File: src/rtl/core/bsdms_pkg.sv
// Shared constants, types and fixed-point helpers for the scheduler statistics block.
package bsdms_pkg;

  localparam int NumSlots    = 64;
  localparam int SlotW       = 6;
  localparam int FpFrac      = 14;
  localparam int CoefW       = 14;
  localparam int LoadOldCoef = 16110;  // 59/60 in 17.14
  localparam int LoadNewCoef = 273;    // 1/60 in 17.14
  localparam int PriTop      = 63;

  typedef enum logic [2:0] {
    ReqTick    = 3'd0,
    ReqLoad    = 3'd1,
    ReqDecay   = 3'd2,
    ReqReprio  = 3'd3,
    ReqNice    = 3'd4,
    ReqCreate  = 3'd5,
    ReqRemove  = 3'd6,
    ReqQuery   = 3'd7
  } req_e;

  // One entry of the statistics memory
  typedef struct packed {
    logic signed [31:0] rc;
    logic signed [5:0]  nice;
    logic [5:0]         pri;
  } stat_t;

  // round(63 - rc/4 - 2*nice), clamped to 0..63; rc/4 truncates toward zero
  function automatic logic [5:0] calc_priority(input logic signed [31:0] rc,
                                               input logic signed [5:0] nice);
    logic signed [31:0] q4;
    logic signed [35:0] x;
    logic [35:0]        mag;
    logic [21:0]        r;
    logic [5:0]         p;
    q4  = (rc + (rc[31] ? 32'sd3 : 32'sd0)) >>> 2;
    x   = -36'(q4) + ((36'sd63 - (36'(nice) <<< 1)) <<< FpFrac);
    mag = x[35] ? 36'(-x) : 36'(x);
    r   = 22'((mag + 36'd8192) >> FpFrac);
    if (x[35] || (r == 22'd0)) begin
      p = 6'd0;
    end else if (r > 22'(PriTop)) begin
      p = 6'(PriTop);
    end else begin
      p = r[5:0];
    end
    return p;
  endfunction

endpackage

File: src/rtl/core/bsdms_div.sv
// Iterative divider for the decay coefficient 2L*F/(2L+F), one quotient bit per cycle.
module bsdms_div (
  input  logic        clk_i,
  input  logic        rst_ni,
  input  logic        start_i,
  input  logic [31:0] load_i,
  output logic        done_o,
  output logic [bsdms_pkg::CoefW-1:0] coef_o
);
  import bsdms_pkg::*;

  logic [34:0]      rem_q, rem_d;
  logic [33:0]      dvs_q, dvs_d;
  logic [CoefW-1:0] quo_q, quo_d;
  logic [3:0]       cnt_q, cnt_d;
  logic             busy_q, busy_d;
  logic             done_q, done_d;
  logic [34:0]      shl;
  logic             ge;

  // quotient stays below F, so the remainder starts from 2L and only zeros shift in
  assign shl = {rem_q[33:0], 1'b0};
  assign ge  = shl >= {1'b0, dvs_q};

  always_comb begin
    rem_d  = rem_q;
    dvs_d  = dvs_q;
    quo_d  = quo_q;
    cnt_d  = cnt_q;
    busy_d = busy_q;
    done_d = 1'b0;
    if (start_i) begin
      rem_d  = {2'b00, load_i, 1'b0};
      dvs_d  = {1'b0, load_i, 1'b0} + 34'd16384;
      quo_d  = '0;
      cnt_d  = 4'(CoefW - 1);
      busy_d = 1'b1;
    end else if (busy_q) begin
      rem_d = ge ? (shl - {1'b0, dvs_q}) : shl;
      quo_d = {quo_q[CoefW-2:0], ge};
      cnt_d = cnt_q - 4'd1;
      if (cnt_q == 4'd0) begin
        busy_d = 1'b0;
        done_d = 1'b1;
      end
    end
  end

  always_ff @(posedge clk_i or negedge rst_ni) begin
    if (!rst_ni) begin
      busy_q <= 1'b0;
      done_q <= 1'b0;
      cnt_q  <= '0;
    end else begin
      busy_q <= busy_d;
      done_q <= done_d;
      cnt_q  <= cnt_d;
    end
  end

  always_ff @(posedge clk_i) begin
    rem_q <= rem_d;
    dvs_q <= dvs_d;
    quo_q <= quo_d;
  end

  assign done_o = done_q;
  assign coef_o = quo_q;

endmodule
File: config.mk
export PLATFORM = sky130hd
export DESIGN_NAME = bsdms_div
export DESIGN_NICKNAME = d
export VERILOG_FILES = /design/src/rtl/core/bsdms_pkg.sv /design/src/rtl/core/bsdms_div.sv
export SDC_FILE = /design/constraint.sdc
export NUM_CORES = 1
export LEC_CHECK = 0
export ABC_CLOCK_PERIOD_IN_PS = 3000
export BUFFER_PORTS_ARGS = -buffer_cell sky130_fd_sc_hd__buf_2
export CAP_MARGIN = 20
export CELL_PAD_IN_SITES_DETAIL_PLACEMENT = 1
export CELL_PAD_IN_SITES_GLOBAL_PLACEMENT = 2
export CORE_UTILIZATION = 36
export DETAILED_ROUTE_END_ITERATION = 12
export GPL_TIMING_DRIVEN = 0
export HOLD_SLACK_MARGIN = 0.1
export PLACE_DENSITY = 0.76
export SKIP_CTS_REPAIR_TIMING = 1
export SLEW_MARGIN = 10
export SYNTH_ARGS = -nofsm -noshare
export SYNTH_HDL_FRONTEND = slang
export SYNTH_SLANG_ARGS = --single-unit
File: constraint.sdc
create_clock -name clk_i -period 3 [get_ports clk_i]
set_input_delay 0.15 -clock clk_i [delete_from_list [all_inputs] [get_ports clk_i]]
set_output_delay 0.15 -clock clk_i [all_outputs]
set_load 0.01 [all_outputs]
==> flow_summary.yaml, run 1 <==
cts:
  clockBufferDepth: 2
  clock_latency_ns: 0.35
  clock-sinks: 86
  cts.clk_slew.worst_paths_ns: 0.06
  tritoncts: "yes"
  cts_made_buffers: 9
  cts-htree-levels: 3
  root_buffer: "clkbuf_16"
run_status:
  outcome: "finished with violations"
  violations: "negative setup slack"
timing:
  tns_ns: -13.25
  worst_slew_pin_slew_ns: 0.9092
  min_period_ns: 3.452
  setup_ws_ns: -0.4524
  setup_viol: 34
  fmax_mhz: 289.7
  fin_crit_sh_pct: 115.1
  rsz0062_at_grt: "true"
  finalHoldViolations: 0
  skew_ns: 0.006032
  slew_violations: 0
  slew_headroom_pct: 39.39
synth:
  ys.flop_type: "edfxtp_1"
  synth_cell_types: 51
  synth_area_sq_um: 5667
  synth_edf_count: 65
  synth.ff_latch_count: 86
  syn-num-nets: 600
  syn_area_per_cell_sq_um: 10.71
  postSynthCellCount: 529
  ys_seq_area_share_pct: 42.39
  synthArstFlopShare_pct: 6.977
  ys.warnings.count: 0
global_route:
  grt_antenna_before_repair: 0
  grt_overflow: 0
  grtUsageTotal_pct: 18.30
  grt_pass1_wl_um: 22960
  grt_pass1_vias: 4468
  grt_max_degree: 35
layout:
  fin_nets: 686
  fill_cells: 1681
  final_util_pct: 45.72
  fin_area_sq_um: 6977
  drive_gt1_share_pct: 25.32
  diodes: 0
  synthToLayoutAreaGrowth_pct: 23.12
  fin_cells: 831
floorplanning:
  core_sq_um: 15260
  die_y_um: 127.5
  die_w_um: 127.5
  initial_utilization_pct: 37.14
  rows: 45
  die_area_sq_um: 16250
  io_pins: 50
drt:
  first_pass_iters: 4
  routed_wl_um: 14440
  drt-initial-drc-count: 143
  routed-via-count: 4263
  drc: 0
  via_per_inst: 5.130
  wl_per_cell_um: 17.37
  final_antenna_net_count: 0
setup_path:
  critPathTopFamily: "compound AO/OA/AOI/OAI gates"
  slowest_delay_ns: 0.42
  crit_path_end_kind: "flop"
  crit_slowest_cell: "edfxtp_1"
  critPathLaunchType: "flop"
  path_class: "reg -> reg"
  crit_chain: "ha_4 -> nor2b_4 -> o31a_1 -> o311a_1 -> o21a_1 -> or2_4 -> a21o_1 -> a31o_1 -> buf_6 -> clkbuf_16 -> mux2_4 -> mux2_2"
  cp_max_fo: 6
  required_ns: 3.10
  worstPathBufferInverterCount: 2
  arrival_ns: 3.56
placement:
  gp_congestion: 0.7638
  port_buffers: 49
  placed_cell_area_sq_um: 6200
  place_hpwl_um: 10200
  dp_cells: 789
  pre_cts_slack_ns: -0.6039
power_and_ir_drop:
  peakVddDrop_v: 0.0004145
  power_leakage_nw: 3.057
  power_density_nw_per_um2: 1033
job:
  cap_violations: 0
worst_hold_path:
  hold_class: "in -> reg"
[synthesized netlist by cell type, types with 5 or more instances]
cell type | number | area (sq um)
ha_1 | 35 | 437.9
mux2i_1 | 18 | 180.2
a21o_1 | 12 | 90.09
dfxtp_1 | 15 | 300.3
nand2_1 | 24 | 90.09
a21oi_1 | 18 | 90.09
o21a_1 | 6 | 45.04
edfxtp_1 | 65 | 1952
nand3_1 | 15 | 75.07
nand4_1 | 5 | 31.28
o21ai_0 | 23 | 115.1
dfrtp_1 | 6 | 150.1
xor2_1 | 14 | 122.6
xnor2_1 | 30 | 262.8
and3_1 | 12 | 75.07
and2_1 | 6 | 37.54
or3_1 | 7 | 43.79
inv_1 | 46 | 172.7
a211oi_1 | 5 | 37.54
clkbuf_1 | 11 | 41.29
mux2_4 | 16 | 240.2
mux2_2 | 31 | 349.1
nand2b_1 | 6 | 37.54
nor2_1 | 32 | 120.1
[where the power goes]
part | leakage (nW) | internal [mW] | switching, mW
Combinational | 2.05 | 2.23 | 1.95
Sequential | 0.850 | 1.66 | 0.191
Clock | 0.155 | 0.667 | 0.501
[area by class of cell]
| class | count | area, sq um | share of cell area [%] |
|---|---|---|---|
| Multi-Input combinational cell | 380 | 3162 | 45.32 |
| Sequential cell | 86 | 2402 | 34.43 |
| Timing Repair Buffer | 75 | 546.8 | 7.837 |
| Clock buffer | 11 | 275.3 | 3.945 |
| Tap cell | 211 | 264.0 | 3.784 |
| Inverter | 46 | 172.7 | 2.475 |
| Buffer | 17 | 120.1 | 1.722 |
| Clock inverter | 5 | 33.78 | 0.4842 |
[final timing paths]
check,startpoint,to,slack (ns),depth (start not counted)
worst max register to register,rem_q[2],rem_q[15],-0.45,12
worst min-delay path,load_i[21],dvs_q[22],0.12,2
worst max-delay path,rem_q[2],rem_q[15],-0.45,12
worst min register to register,cnt_q[3],done_o,0.50,1
max in group asynchronous,rst_ni,busy_q,2.72,2
min in group asynchronous,rst_ni,cnt_q[1],0.15,2
[cells by family (layout without fill, tap and decap cells)]
logic type      count (synthesis)  in the layout  synth area share, %
xor+xnor                       44             44                6.801
flops                          86             86                42.39
buf+inv                        63            154                4.571
mux                            67             67                13.98
fa+ha+maj                      36             36                8.081
simple gates                  130            130                11.75
compound gates                103            103                12.43
[flip-flops by register name (all words and copies together), names as in the netlist]
signal	flops
done_o	1
busy_q	1
dvs_q	33
coef_o	14
rem_q	33
cnt_q	4
[through the flow]
| step | power [mW] | hold slack [ns] |
|---|---|---|
| 2_1_floorplan | 4.594 | -0.1456 |
| 3_3_place_gp | 5.294 | -0.02528 |
| 3_5_place_dp | 5.377 | -0.02021 |
| 4_1_cts | 6.599 | -0.4028 |
| 5_1_grt | 7.696 | 0.1341 |
| 6_report | 7.205 | 0.1206 |
[layout by cell type, fill, tap and decap left out, drive strengths merged, types with 5 or more instances in the layout]
cell | synthesis | routed
edfxtp | 65 | 65
buf | 6 | 65
inv | 46 | 50
mux2 | 49 | 49
ha | 35 | 35
nor2 | 32 | 32
xnor2 | 30 | 30
nand2 | 24 | 24
clkbuf | 11 | 24
o21ai | 23 | 23
a21oi | 18 | 18
mux2i | 18 | 18
nand3 | 15 | 15
dfxtp | 15 | 15
xor2 | 14 | 14
dlygate4sd3 | 0 | 14
a21o | 12 | 12
and3 | 12 | 12
or3 | 7 | 7
o21a | 6 | 6
and2 | 6 | 6
nand2b | 6 | 6
dfrtp | 6 | 6
a211oi | 5 | 5
nand4 | 5 | 5
or2 | 5 | 5
[metal layers]
layer | wire, um | track usage (%) | part of all wire (%) | up-vias
met5 | 0 | 0 | 0 | -
met4 | 238 | 7.563 | 1.6 | 0
met3 | 227 | 2.764 | 1.6 | 16
met2 | 6987 | 30.67 | 48 | 35
met1 | 6983 | 23.57 | 48 | 2100
li1 | - | - | - | 2112
Note: power is estimated with default switching activity, not from simulation.
==> run 2: changes to the inputs <==
ABC_AREA = 1   (was unset)
CORE_UTILIZATION = 31   (was 36)
==> run 2 against run 1 <==
  * The run now ends clean
  * Synthesized cell count rose by 91%
  * Critical path type unchanged
  * Highest routed layer unchanged
  * Global-route usage increased by 2.7 points
  * Synthesized area rose by 20%
  * Register-to-register slack gained 0.81 ns
  * Clock skew rose by 0.0057 ns
  * Clock power grew 13%
  * Critical path depth shrank 1
  * Via count rose by 49%
  * Critical endpoint is now rem_q[26]
  * Non-clock buffer count is 9 lower
==> flow_summary.yaml, run 2 <==
timing:
  fmax_mhz: 379.1
  fin_crit_sh_pct: 87.93
  slew_headroom_pct: 37.73
  finalHoldViolations: 0
  rsz0062_at_grt: "false"
  worst_slew_pin_slew_ns: 0.9340
  setup_viol: 0
  slew_violations: 0
  skew_ns: 0.01171
  holdWs_ns: 0.09810
  min_period_ns: 2.638
power_and_ir_drop:
  power_leakage_nw: 4.206
  swShare_pct: 48.47
  comb_power_share_pct: 58.2
  p_clk_share_pct: 17.9
  intPower_mw: 3.818
  peakVddDrop_v: 0.0003500
  p_seq_share_pct: 23.9
  power_density_nw_per_um2: 936.7
  power.switching_mw: 3.590
placement:
  place_hpwl_um: 18100
  port_buffers: 49
  dp_cells: 1337
  gp_congestion: 0.8243
synth:
  synth-simple-area-share_pct: 36.30
  synthArstFlopShare_pct: 6.977
  syn-num-nets: 1083
  synth_area_sq_um: 6808
  ys.warnings.count: 0
  synth_edf_count: 65
  synth-xor-area-share_pct: 4.117
  synth_compound_area_share_pct: 3.621
  synthMuxAreaShare_pct: 0
  postSynthCellCount: 1012
  synth_cell_types: 37
  synth.ff_latch_count: 86
  ys_seq_area_share_pct: 35.29
  syn_area_per_cell_sq_um: 6.727
  synth_common_cells: "nand2_1, inv_1, nand3_1, edfxtp_1, nor2_1"
  ys_top_cells_by_area: "edfxtp_1, nand2_1, inv_1"
  synth.most_common_cell: "nand2_1"
  synth_top_family_by_area: "simple AND/OR/NAND/NOR gates"
  synth_top_area_share_pct: 28.67
  synth_fa_ha_area_share_pct: 6.727
  ys.flop_type: "edfxtp_1"
  yosysTopAreaCell: "edfxtp_1"
drt:
  wl_per_cell_um: 16.21
  via_per_inst: 4.654
  first_pass_iters: 5
  routed_wl_um: 22170
  final_antenna_net_count: 0
  routed-via-count: 6366
  drc: 0
  drt-initial-drc-count: 234
layout:
  fin_cells: 1368
  final_cell_mix: "nand2_1, inv_1, nand3_1"
  final_util_pct: 37.15
  synthToLayoutAreaGrowth_pct: 16.17
  diodes: 0
  final_common_cell: "nand2_1"
  fill_cells: 2726
  fin_nets: 1159
  drive_gt1_share_pct: 9.698
floorplanning:
  die_w_um: 150.2
  core_sq_um: 21290
  die_area_sq_um: 22560
  rows: 53
  initial_utilization_pct: 31.98
  io_pins: 50
  die_y_um: 150.2
setup_path:
  arrival_ns: 2.76
  reg2reg_depth: 11
  path_class: "reg -> reg"
  r2r_setup_slack_ns: 0.36
  reg2reg_to: "rem_q[26]"
  cp_max_fo: 10
  crit_path_end_kind: "flop"
  r2r-start: "rem_q[21]"
  critPathLaunchType: "flop"
  required_ns: 3.12
cts:
  clock_latency_ns: 0.36
  clockBufferDepth: 2
  clock-sinks: 86
  root_buffer: "clkbuf_16"
  tritoncts: "yes"
  cts-htree-levels: 3
  cts_made_buffers: 9
  cts.clk_slew.worst_paths_ns: 0.08
job:
  cap_violations: 0
global_route:
  grt_max_degree: 36
  grt_pass1_wl_um: 35490
  grtUsageTotal_pct: 20.96
  grt_overflow: 0
  grt_antenna_before_repair: 0
  grt_pass1_vias: 6597
run_status:
  outcome: "finished, final reports clean"
worst_hold_path:
  hold_class: "in -> reg"
  hold_depth: 3
  hp-start: "load_i[21]"
  hold_end: "rem_q[22]"
-- run 2: cell count changes in the layout (fill, tap and decap cells not counted), moves of 21 or more --
cell,before,now
inv_1,44,222
mux2_4,21,0
nand2_1,23,366
nand3_1,15,96
mux2_2,28,0
-- run 2: worst max path at each step --
| stage | from | to | slack, ns | cells past startpoint |
|---|---|---|---|---|
| after floorplan | rem_q[32] | rem_q[3] | 0.93 | 12 |
| after global placement | start_i | rem_q[27] | -0.64 | 4 |
| after detailed placement | start_i | rem_q[12] | 0.31 | 6 |
| after CTS | rem_q[21] | rem_q[26] | 0.36 | 11 |
| after global routing | rem_q[21] | rem_q[24] | 0.19 | 12 |
| final | rem_q[21] | rem_q[26] | 0.36 | 11 |
-- run 2: power by group through the flow --
stage                     clock [mW]  sequential, mW  combinational, mW
after global placement             0            1.79               4.24
after floorplan                    0            1.75               3.07
after CTS                       1.36            1.77               4.33
final                           1.32            1.77               4.31
after detailed placement           0            1.80               4.30
after global routing            1.39            1.80               4.91
-- run 2: kinds of logic after synthesis --
| logic type | after synthesis |
|---|---|
| simple gates | 571 |
| compound gates | 45 |
| buf+inv | 242 |
| flops | 86 |
| xor+xnor | 32 |
| fa+ha+maj | 36 |
-- run 2: final cells by class --
type	count	area, sq um	area share [%]
inverter	224	840.8	10.63
buffer	18	110.1	1.392
timing repair buffer	65	422.9	5.347
sequential	86	2402	30.37
multi-input combinational	684	3456	43.70
clock buffer	9	225.2	2.848
tap	275	344.1	4.351
clock inverter	7	107.6	1.361
-- run 2: stage by stage --
step	power (mW)	setup slack, ns	TNS, ns	instance area [sq um]
6_report	7.408	0.3622	0	7909
5_1_grt	8.103	0.1928	0	7909
4_1_cts	7.459	0.3580	0	7759
3_5_place_dp	6.096	0.3149	0	7426
3_3_place_gp	6.030	-0.6402	-25.40	7397
2_1_floorplan	4.817	0.9311	0	6808
-- run 2: layer usage --
metal	global-route usage (%)	routed length (um)	up-vias
li1	-	-	3260
met1	29.01	11160	3007
met2	34.72	10140	87
met3	2.727	666	12
met4	4.444	203	0
met5	0	0	-
-- run 2: worst max-delay path: stages (launching register included) --
cell,delay [ns]
edfxtp_1,0.41
ha_1,0.50
nand2_1,0.15
nor2_1,0.18
inv_1,0.08
nor2_1,0.28
nand3_4,0.21
nand2_8,0.15
buf_6,0.17
nand2_1,0.10
nand3_1,0.08
nand2_1,0.07
